File: config.mk
export PLATFORM = sky130hd
export DESIGN_NAME = sha256_block_compressor
export DESIGN_NICKNAME = d
export VERILOG_FILES = /design/src/hdl/sha_bc_pkg.sv /design/src/hdl/sha256_block_compressor.sv /design/src/hdl/sha_bc_ctrl.sv /design/src/hdl/sha_bc_dp.sv
export SDC_FILE = /design/constraint.sdc
export NUM_CORES = 2
export LEC_CHECK = 0
export BUFFER_PORTS_ARGS = -buffer_cell sky130_fd_sc_hd__buf_4
export CORE_UTILIZATION = 55
export DETAILED_ROUTE_END_ITERATION = 7
export PLACE_DENSITY = 0.71
export SLEW_MARGIN = 5
export SYNTH_ARGS = -nofsm -noshare
export SYNTH_HDL_FRONTEND = slang
export SYNTH_SLANG_ARGS = --single-unit
File: constraint.sdc
create_clock -name i_clk -period 15.4 [get_ports i_clk]
set_clock_uncertainty 0.1 [all_clocks]
set_input_delay 1.54 -clock i_clk [delete_from_list [all_inputs] [get_ports i_clk]]
set_output_delay 1.54 -clock i_clk [all_outputs]
set_load 0.05 [all_outputs]
File: src/hdl/sha_bc_pkg.sv
package sha_bc_pkg;

    localparam int unsigned WORD_W   = 32;
    localparam int unsigned BLK_WDS  = 16;
    localparam int unsigned HASH_WDS = 8;
    localparam int unsigned ROUNDS   = 64;

    localparam int unsigned WC_W  = $clog2(BLK_WDS);
    localparam int unsigned RC_W  = $clog2(ROUNDS);
    localparam int unsigned DCW   = $clog2(HASH_WDS + 1);

    localparam logic [DCW-1:0] DIG_CNT_256 = DCW'(HASH_WDS);
    localparam logic [DCW-1:0] DIG_CNT_224 = DCW'(HASH_WDS - 1);

    localparam logic MODE_SHA256 = 1'b0;
    localparam logic MODE_SHA224 = 1'b1;

    typedef logic [WORD_W-1:0] t_word;

    localparam t_word C_ROUND_K [ROUNDS] = '{
        32'h428A2F98, 32'h71374491, 32'hB5C0FBCF, 32'hE9B5DBA5,
        32'h3956C25B, 32'h59F111F1, 32'h923F82A4, 32'hAB1C5ED5,
        32'hD807AA98, 32'h12835B01, 32'h243185BE, 32'h550C7DC3,
        32'h72BE5D74, 32'h80DEB1FE, 32'h9BDC06A7, 32'hC19BF174,
        32'hE49B69C1, 32'hEFBE4786, 32'h0FC19DC6, 32'h240CA1CC,
        32'h2DE92C6F, 32'h4A7484AA, 32'h5CB0A9DC, 32'h76F988DA,
        32'h983E5152, 32'hA831C66D, 32'hB00327C8, 32'hBF597FC7,
        32'hC6E00BF3, 32'hD5A79147, 32'h06CA6351, 32'h14292967,
        32'h27B70A85, 32'h2E1B2138, 32'h4D2C6DFC, 32'h53380D13,
        32'h650A7354, 32'h766A0ABB, 32'h81C2C92E, 32'h92722C85,
        32'hA2BFE8A1, 32'hA81A664B, 32'hC24B8B70, 32'hC76C51A3,
        32'hD192E819, 32'hD6990624, 32'hF40E3585, 32'h106AA070,
        32'h19A4C116, 32'h1E376C08, 32'h2748774C, 32'h34B0BCB5,
        32'h391C0CB3, 32'h4ED8AA4A, 32'h5B9CCA4F, 32'h682E6FF3,
        32'h748F82EE, 32'h78A5636F, 32'h84C87814, 32'h8CC70208,
        32'h90BEFFFA, 32'hA4506CEB, 32'hBEF9A3F7, 32'hC67178F2
    };

    localparam t_word C_IV_256 [HASH_WDS] = '{
        32'h6A09E667, 32'hBB67AE85, 32'h3C6EF372, 32'hA54FF53A,
        32'h510E527F, 32'h9B05688C, 32'h1F83D9AB, 32'h5BE0CD19
    };

    localparam t_word C_IV_224 [HASH_WDS] = '{
        32'hC1059ED8, 32'h367CD507, 32'h3070DD17, 32'hF70E5939,
        32'hFFC00B31, 32'h68581511, 32'h64F98FA7, 32'hBEFA4FA4
    };

    // controller -> datapath
    typedef struct packed {
        logic            shift_in;
        logic            load_iv;
        logic            load_work;
        logic            round;
        logic [RC_W-1:0] round_idx;
        logic            add;
        logic            emit;
    } t_cmd;

    // datapath -> controller
    typedef struct packed {
        logic dig_busy;
    } t_sts;

    function automatic t_word rotr(input t_word x, input int unsigned n);
        rotr = (x >> n) | (x << (WORD_W - n));
    endfunction

    function automatic t_word bsig0(input t_word x);
        bsig0 = rotr(x, 2) ^ rotr(x, 13) ^ rotr(x, 22);
    endfunction

    function automatic t_word bsig1(input t_word x);
        bsig1 = rotr(x, 6) ^ rotr(x, 11) ^ rotr(x, 25);
    endfunction

    function automatic t_word ssig0(input t_word x);
        ssig0 = rotr(x, 7) ^ rotr(x, 18) ^ (x >> 3);
    endfunction

    function automatic t_word ssig1(input t_word x);
        ssig1 = rotr(x, 17) ^ rotr(x, 19) ^ (x >> 10);
    endfunction

endpackage

File: src/hdl/sha256_block_compressor.sv
// Timing: after the transfer of a block's 16th word, 64 rounds run, then the add step
//   loads the chaining state and, for a final block, the output register; digest words
//   then follow one per cycle while m_axis_tready is high. Words are taken one per cycle
//   while gathering, but none while the single round unit does one round a cycle for a
//   block; the add step holds while an earlier digest is still draining.
// Reset (synchronous, i_rst_n low): chaining state to SHA-256 initial values, mode SHA-256,
//   word count zero, output empty.
module sha256_block_compressor (
    input  logic        i_clk,
    input  logic        i_rst_n,
    input  logic        i_cfg_wr_en,
    input  logic        i_cfg_wr_data,   // digest_mode
    input  logic        s_axis_tvalid,
    output logic        s_axis_tready,
    input  logic [31:0] s_axis_tdata,    // [31:0] msg_word
    input  logic [1:0]  s_axis_tuser,    // [0] start_message, [1] final_block
    output logic        m_axis_tvalid,
    input  logic        m_axis_tready,
    output logic [31:0] m_axis_tdata,    // [31:0] digest_word
    output logic        m_axis_tlast     // digest_last
);
    import sha_bc_pkg::*;

    t_cmd cmd;
    t_sts sts;

    sha_bc_ctrl u_ctrl (
        .i_clk      (i_clk),
        .i_rst_n    (i_rst_n),
        .i_in_valid (s_axis_tvalid),
        .i_in_start (s_axis_tuser[0]),
        .i_in_final (s_axis_tuser[1]),
        .o_in_ready (s_axis_tready),
        .i_sts      (sts),
        .o_cmd      (cmd)
    );

    sha_bc_dp u_dp (
        .i_clk         (i_clk),
        .i_rst_n       (i_rst_n),
        .i_cfg_wr_en   (i_cfg_wr_en),
        .i_cfg_wr_data (i_cfg_wr_data),
        .i_word        (s_axis_tdata),
        .i_cmd         (cmd),
        .o_sts         (sts),
        .o_out_valid   (m_axis_tvalid),
        .i_out_ready   (m_axis_tready),
        .o_out_word    (m_axis_tdata),
        .o_out_last    (m_axis_tlast)
    );

endmodule

File: src/hdl/sha_bc_ctrl.sv
module sha_bc_ctrl (
    input  logic              i_clk,
    input  logic              i_rst_n,
    input  logic              i_in_valid,
    input  logic              i_in_start,
    input  logic              i_in_final,
    output logic              o_in_ready,
    input  sha_bc_pkg::t_sts  i_sts,
    output sha_bc_pkg::t_cmd  o_cmd
);
    import sha_bc_pkg::*;

    localparam logic [1:0] ST_IDLE  = 2'd0;
    localparam logic [1:0] ST_ROUND = 2'd1;
    localparam logic [1:0] ST_ADD   = 2'd2;

    logic [1:0]      r_state, n_state;
    logic [WC_W-1:0] r_wc, n_wc;
    logic [RC_W-1:0] r_rc, n_rc;
    logic            r_final, n_final;

    logic            acc;
    logic [WC_W-1:0] wc_eff;
    logic            compress;

    assign o_in_ready = (r_state == ST_IDLE);
    assign acc        = i_in_valid && o_in_ready;
    // a start word opens a fresh block and drops any partial one
    assign wc_eff     = i_in_start ? '0 : r_wc;
    assign compress   = acc && (wc_eff == WC_W'(BLK_WDS - 1));

    always_comb begin
        n_state = r_state;
        n_wc    = r_wc;
        n_rc    = r_rc;
        n_final = r_final;
        o_cmd   = '0;
        o_cmd.round_idx = r_rc;
        case (r_state)
            ST_IDLE: begin
                o_cmd.shift_in  = acc;
                o_cmd.load_iv   = acc && i_in_start;
                o_cmd.load_work = compress;
                if (acc) begin
                    n_wc = wc_eff + 1'b1;
                end
                if (compress) begin
                    n_wc    = '0;
                    n_rc    = '0;
                    n_final = i_in_final;
                    n_state = ST_ROUND;
                end
            end
            ST_ROUND: begin
                o_cmd.round = 1'b1;
                n_rc = r_rc + 1'b1;
                if (r_rc == RC_W'(ROUNDS - 1)) begin
                    n_state = ST_ADD;
                end
            end
            ST_ADD: begin
                // hold until the previous digest has drained
                if (!i_sts.dig_busy) begin
                    o_cmd.add  = 1'b1;
                    o_cmd.emit = r_final;
                    n_state    = ST_IDLE;
                end
            end
            default: begin
                n_state = ST_IDLE;
            end
        endcase
    end

    always_ff @(posedge i_clk) begin
        if (!i_rst_n) begin
            r_state <= ST_IDLE;
            r_wc    <= '0;
            r_rc    <= '0;
            r_final <= 1'b0;
        end else begin
            r_state <= n_state;
            r_wc    <= n_wc;
            r_rc    <= n_rc;
            r_final <= n_final;
        end
    end

    a_add_no_overwrite: assert property (@(posedge i_clk) disable iff (!i_rst_n)
        o_cmd.add |-> !i_sts.dig_busy)
        else $error("compression result added while digest still draining");

    a_last_round_to_add: assert property (@(posedge i_clk) disable iff (!i_rst_n)
        (r_state == ST_ROUND && r_rc == RC_W'(ROUNDS - 1)) |=> (r_state == ST_ADD))
        else $error("round sequence did not end in the add step");

    a_block_starts_rounds: assert property (@(posedge i_clk) disable iff (!i_rst_n)
        compress |=> (r_state == ST_ROUND && r_rc == '0 && r_wc == '0))
        else $error("full block did not start compression");

    a_start_no_compress: assert property (@(posedge i_clk) disable iff (!i_rst_n)
        (acc && i_in_start) |-> !o_cmd.load_work)
        else $error("start word triggered a compression");

endmodule

File: src/hdl/sha_bc_dp.sv
module sha_bc_dp (
    input  logic                i_clk,
    input  logic                i_rst_n,
    input  logic                i_cfg_wr_en,
    input  logic                i_cfg_wr_data,
    input  sha_bc_pkg::t_word   i_word,
    input  sha_bc_pkg::t_cmd    i_cmd,
    output sha_bc_pkg::t_sts    o_sts,
    output logic                o_out_valid,
    input  logic                i_out_ready,
    output sha_bc_pkg::t_word   o_out_word,
    output logic                o_out_last
);
    import sha_bc_pkg::*;

    t_word r_w     [BLK_WDS];
    t_word r_wv    [HASH_WDS];
    t_word r_chain [HASH_WDS];
    t_word r_dig   [HASH_WDS];
    logic [DCW-1:0] r_dig_cnt;
    logic           r_mode;

    t_word w_next;
    t_word t1, t2;
    t_word ch, maj;
    t_word sum   [HASH_WDS];
    logic  out_acc;

    // rolling schedule window: r_w[0] is the word for the current round
    assign w_next = ssig1(r_w[14]) + r_w[9] + ssig0(r_w[1]) + r_w[0];

    assign ch  = (r_wv[4] & r_wv[5]) ^ (~r_wv[4] & r_wv[6]);
    assign maj = (r_wv[0] & r_wv[1]) ^ (r_wv[0] & r_wv[2]) ^ (r_wv[1] & r_wv[2]);
    assign t1  = r_wv[7] + bsig1(r_wv[4]) + ch + C_ROUND_K[i_cmd.round_idx] + r_w[0];
    assign t2  = bsig0(r_wv[0]) + maj;

    always_comb begin
        for (int i = 0; i < HASH_WDS; i++) begin
            sum[i] = r_chain[i] + r_wv[i];
        end
    end

    assign out_acc     = o_out_valid && i_out_ready;
    assign o_out_valid = (r_dig_cnt != '0);
    assign o_out_word  = r_dig[0];
    assign o_out_last  = (r_dig_cnt == DCW'(1));

    assign o_sts.dig_busy = o_out_valid;

    always_ff @(posedge i_clk) begin
        if (i_cmd.shift_in || i_cmd.round) begin
            for (int i = 0; i < BLK_WDS - 1; i++) begin
                r_w[i] <= r_w[i+1];
            end
            r_w[BLK_WDS-1] <= i_cmd.round ? w_next : i_word;
        end

        if (i_cmd.load_work) begin
            r_wv <= r_chain;
        end else if (i_cmd.round) begin
            r_wv[0] <= t1 + t2;
            r_wv[1] <= r_wv[0];
            r_wv[2] <= r_wv[1];
            r_wv[3] <= r_wv[2];
            r_wv[4] <= r_wv[3] + t1;
            r_wv[5] <= r_wv[4];
            r_wv[6] <= r_wv[5];
            r_wv[7] <= r_wv[6];
        end

        if (i_cmd.emit) begin
            r_dig <= sum;
        end else if (out_acc) begin
            for (int i = 0; i < HASH_WDS - 1; i++) begin
                r_dig[i] <= r_dig[i+1];
            end
        end
    end

    always_ff @(posedge i_clk) begin
        if (!i_rst_n) begin
            r_mode    <= MODE_SHA256;
            r_chain   <= C_IV_256;
            r_dig_cnt <= '0;
        end else begin
            if (i_cfg_wr_en) begin
                r_mode <= i_cfg_wr_data;
            end
            if (i_cmd.load_iv) begin
                r_chain <= (r_mode == MODE_SHA224) ? C_IV_224 : C_IV_256;
            end else if (i_cmd.add) begin
                r_chain <= sum;
            end
            if (i_cmd.emit) begin
                r_dig_cnt <= (r_mode == MODE_SHA224) ? DIG_CNT_224 : DIG_CNT_256;
            end else if (out_acc) begin
                r_dig_cnt <= r_dig_cnt - 1'b1;
            end
        end
    end

    a_dig_cnt_range: assert property (@(posedge i_clk) disable iff (!i_rst_n)
        r_dig_cnt <= DCW'(HASH_WDS))
        else $error("digest count out of range");

    a_emit_count: assert property (@(posedge i_clk) disable iff (!i_rst_n)
        i_cmd.emit |=> (r_dig_cnt == DIG_CNT_256 || r_dig_cnt == DIG_CNT_224))
        else $error("digest emitted with wrong word count");

    a_emit_matches_chain: assert property (@(posedge i_clk) disable iff (!i_rst_n)
        i_cmd.emit |=> (r_dig[0] == r_chain[0]))
        else $error("first digest word differs from chaining state");

endmodule

==> reports/qor.yml <==
outcome:
  outcome: "finished, final reports clean"
power_and_ir_drop:
  p_leak_nw: 31.8
  ir_drop_uv: 104
  pwr_density_cell_nw_per_um2: 122
  finalPower_mw: 9.79
routing:
  avgViaCountPerCell: 6.24
  routedWlPerCell_um: 26.1
  first_pass_iters: 6
  vias: 55399
  ant_nets: 0
  drc: 0
  routed_wirelength_um: 231000
  first_iter_violations: 6382
logic_synthesis:
  synthAdderAreaFrac_pct: 12.3
  synth-async-reset-ratio_pct: 0
  synth-edff-count: 1024
  synth_compound_area_share_pct: 15.1
  avgSynthCellArea_um2: 10.4
  synth_top_family_by_area: "compound AO/OA/AOI/OAI gates"
  synth-simple-area-share_pct: 12.2
  synth-warning-count: 0
  synth_cells: 7068
  syn_nets: 7698
  synth-xor-area-share_pct: 7.06
  synth_cell_type_count: 89
  seq_area_frac_synth_pct: 49.1
  ys.flop_type: "edfxtp_1"
  synthMuxAreaShare_pct: 0.907
  synth_seq_cells: 1298
  synth_area_um2: 73800
critical_path:
  critPathMostFrequentCell: "fa_1"
  cp-end-kind: "flop"
  reg2regPathDepth: 34
  slowest_stage: "ha_1"
  r2r-start: "u_ctrl.r_rc[1]$_SDFFE_PN0P_"
  arrival_ns: 11.28
  cp_max_fo: 19
  start_kind: "flop"
  cpPeakStageDelay_ns: 0.88
  reg2reg_to: "u_dp.r_wv[255]$_DFFE_PP_"
  r2r_slack_ns: 4.57
  crit_type: "reg2reg"
  setup.worst_path.start: "u_ctrl.r_rc[1]$_SDFFE_PN0P_"
  cp.required_ns: 15.84
worst_hold_path:
  hold_end: "u_dp.r_w[1][221]$_DFFE_PP_"
  hold_path_depth: 0
  hp-start: "u_dp.r_w[1][253]$_DFFE_PP_"
  min_path_type: "reg2reg"
placement:
  port_buffers: 74
  placed_area_um2: 75700
  gp_congestion: 0.985
  dp.final_hpwl_um: 164000
timing:
  finalSetupViolations: 0
  slew_violations: 0
  timing.final.crit_share_pct: 70.3
  fmax_ghz: 0.0923
  worst_slew_pin_slew_ns: 1.33
  final_hold_viol_count: 0
  rsz0062_at_grt: "false"
  setup-tns-final_ns: 0
  maxSlewHeadroom_pct: 10.5
  fin_crit_ns: 10.83
global_routing:
  grt.total_usage_pct: 33.8
  grt_overflow: 0
  grt_max_degree: 148
  grt_pass1_wl_um: 342000
  grt_antenna_before_repair: 7
  grt_pass1_vias: 52931
clock_tree:
  insertion_delay_ns: 0.83
  clkSinkCount: 1298
  numCtsBuffers: 140
  cts_htree_levels: 4
  post_cts_resize_count: 0
  tritoncts: "yes"
  postCtsHoldBufs: 0
  clock-root-buffer: "clkbuf_16"
  post_cts_buffers: 0
  clock_path_buffers: 3
  cts.reportedPaths.clkPinSlew_ns: 0.07
layout:
  utilization_pct: 60.4
  fillers: 10891
  syn2layout_area_growth_pct: 9.01
  drive_gt1_share_pct: 6.24
  fin_area_um2: 80500
  layout.nets: 7615
floorplanning:
  die_area_um2: 136000
  start_util_pct: 55.4
  rows: 134
  ios: 75
  core_area_um2: 133000
  die_y_um: 368
  chipWidth_um: 368
flow_run:
  maxCapViolations: 0
registers in the layout, indices dropped and copies added (netlist names):
name,flops
u_dp.r_chain,256
u_dp.r_mode,1
u_ctrl.r_rc,6
u_dp.r_dig,224
u_ctrl.r_wc,4
u_dp.o_out_word,32
u_dp.r_wv,256
u_dp.r_dig_cnt,4
u_ctrl.r_final,1
u_dp.r_w,512
u_ctrl.r_state,2
metrics by stage:
stage / cells / setup WS (ns) / hold slack (ns)
final: 8872 / 4.57 / 0.310
after global routing: 8871 / 4.02 / 0.312
after CTS: 8871 / 4.68 / 0.307
after detailed placement: 8611 / 4.77 / 0.305
after global placement: 8611 / 4.66 / 0.300
after floorplan: 7068 / 1.65 / 0.300
worst max-delay path by stage:
stage | end | slack [ns]
global placement | u_dp.r_wv[255]$_DFFE_PP_ | 4.66
CTS | u_dp.r_wv[255]$_DFFE_PP_ | 4.68
detailed placement | u_dp.r_wv[255]$_DFFE_PP_ | 4.77
finish | u_dp.r_wv[255]$_DFFE_PP_ | 4.57
floorplan | u_dp.r_w[0][0]$_DFFE_PP_ | 1.65
global route | u_dp.r_wv[255]$_DFFE_PP_ | 4.02
cells in the final DEF (no fill, tap or decap), types with 20 or more instances in the layout:
| cell | synthesis | routed |
|---|---|---|
| a211oi_1 | 46 | 46 |
| a21boi_0 | 22 | 22 |
| a21o_1 | 195 | 195 |
| a21oi_1 | 473 | 473 |
| a221o_1 | 43 | 43 |
| a22oi_1 | 48 | 48 |
| a31oi_1 | 72 | 72 |
| and3_1 | 32 | 32 |
| buf_4 | 32 | 145 |
| clkbuf_1 | 311 | 35 |
| clkbuf_16 | 0 | 141 |
| clkinv_1 | 2 | 29 |
| dfxtp_1 | 274 | 271 |
| edfxtp_1 | 1024 | 1024 |
| fa_1 | 195 | 195 |
| ha_1 | 395 | 395 |
| inv_1 | 246 | 245 |
| maj3_1 | 26 | 26 |
| mux2_2 | 37 | 37 |
| nand2_1 | 1405 | 1398 |
| nand2b_1 | 45 | 44 |
| nand3_1 | 68 | 68 |
| nand4_1 | 25 | 25 |
| nor2_1 | 286 | 284 |
| nor2b_1 | 96 | 96 |
| nor3_1 | 69 | 69 |
| o211ai_1 | 69 | 69 |
| o21a_1 | 74 | 74 |
| o21ai_0 | 461 | 457 |
| o21bai_1 | 45 | 45 |
| o31ai_1 | 32 | 32 |
| or3_1 | 20 | 20 |
| xnor2_1 | 431 | 431 |
| xor2_1 | 164 | 164 |
cell families (layout without fill, tap and decap cells):
kind of cell	after synthesis	count (layout)
other	0	1
flip-flops	1298	1298
adder cells (fa/ha/maj)	616	616
buffers and inverters	622	657
AND/OR/NAND/NOR	2126	2126
XOR/XNOR	595	595
multiplexers	56	56
AO/OA/AOI/OAI	1755	1755
power breakdown:
group	switching [mW]	leakage (nW)	internal (mW)
clock	1.52	2.27	1.98
combinational	1.27	17.6	0.648
sequential	0.146	11.9	4.23
total	2.94	31.8	6.85
cell usage after synthesis (all sizes together), types with 19 or more instances:
cell type	number	share of area, %
nand2	1405	7.1
edfxtp	1024	42
a21oi	474	3.2
o21ai	469	3.2
xnor2	431	5.1
ha	395	6.7
clkbuf	311	1.6
nor2	286	1.5
dfxtp	274	7.4
inv	247	1.3
a21o	198	2.0
fa	195	5.3
xor2	164	1.9
nor2b	96	0.81
o21a	74	0.75
a31oi	72	0.61
nor3	69	0.47
o211ai	69	0.70
nand3	68	0.46
buf	62	0.51
a22oi	48	0.49
a211oi	46	0.47
nand2b	45	0.38
o21bai	45	0.46
a221o	44	0.60
mux2	37	0.56
and3	32	0.27
o31ai	32	0.33
maj3	26	0.35
nand4	25	0.21
a21boi	22	0.22
or3	20	0.17
a221oi	19	0.23
and2	19	0.16
per-layer routing:
layer / vias to the layer above / global-route usage, % / wire, um
li1: 24982 / - / -
met1: 27225 / 46.0 / 94400
met2: 2662 / 52.9 / 105000
met3: 526 / 5.71 / 20000
met4: 4 / 15.9 / 12100
met5: - / 0 / 22
area by class of cell:
class	instances	area (um2)	area share (%)
flip-flops and latches	1298	36200	45.0
repair buffers	148	1150	1.43
well taps	1768	2210	2.75
inverters	249	940	1.17
clock inverters	77	990	1.23
diodes	1	2.50	0.00311
multi-input cells	5148	35200	43.7
clock buffers	183	3760	4.67
critical path: cells and delay by family, from the launching register on:
kind / cells / cell delay (ns)
muxes: 1 / 0.26
DFF: 1 / 0.30
AOI/OAI and AO/OA: 16 / 4.02
xor gates and xnor gates: 2 / 0.42
buffers and inverters: 4 / 0.72
and+or+nand+nor: 4 / 1.09
adders and majority gates: 7 / 3.61
Power figures use the tool's default switching activity.
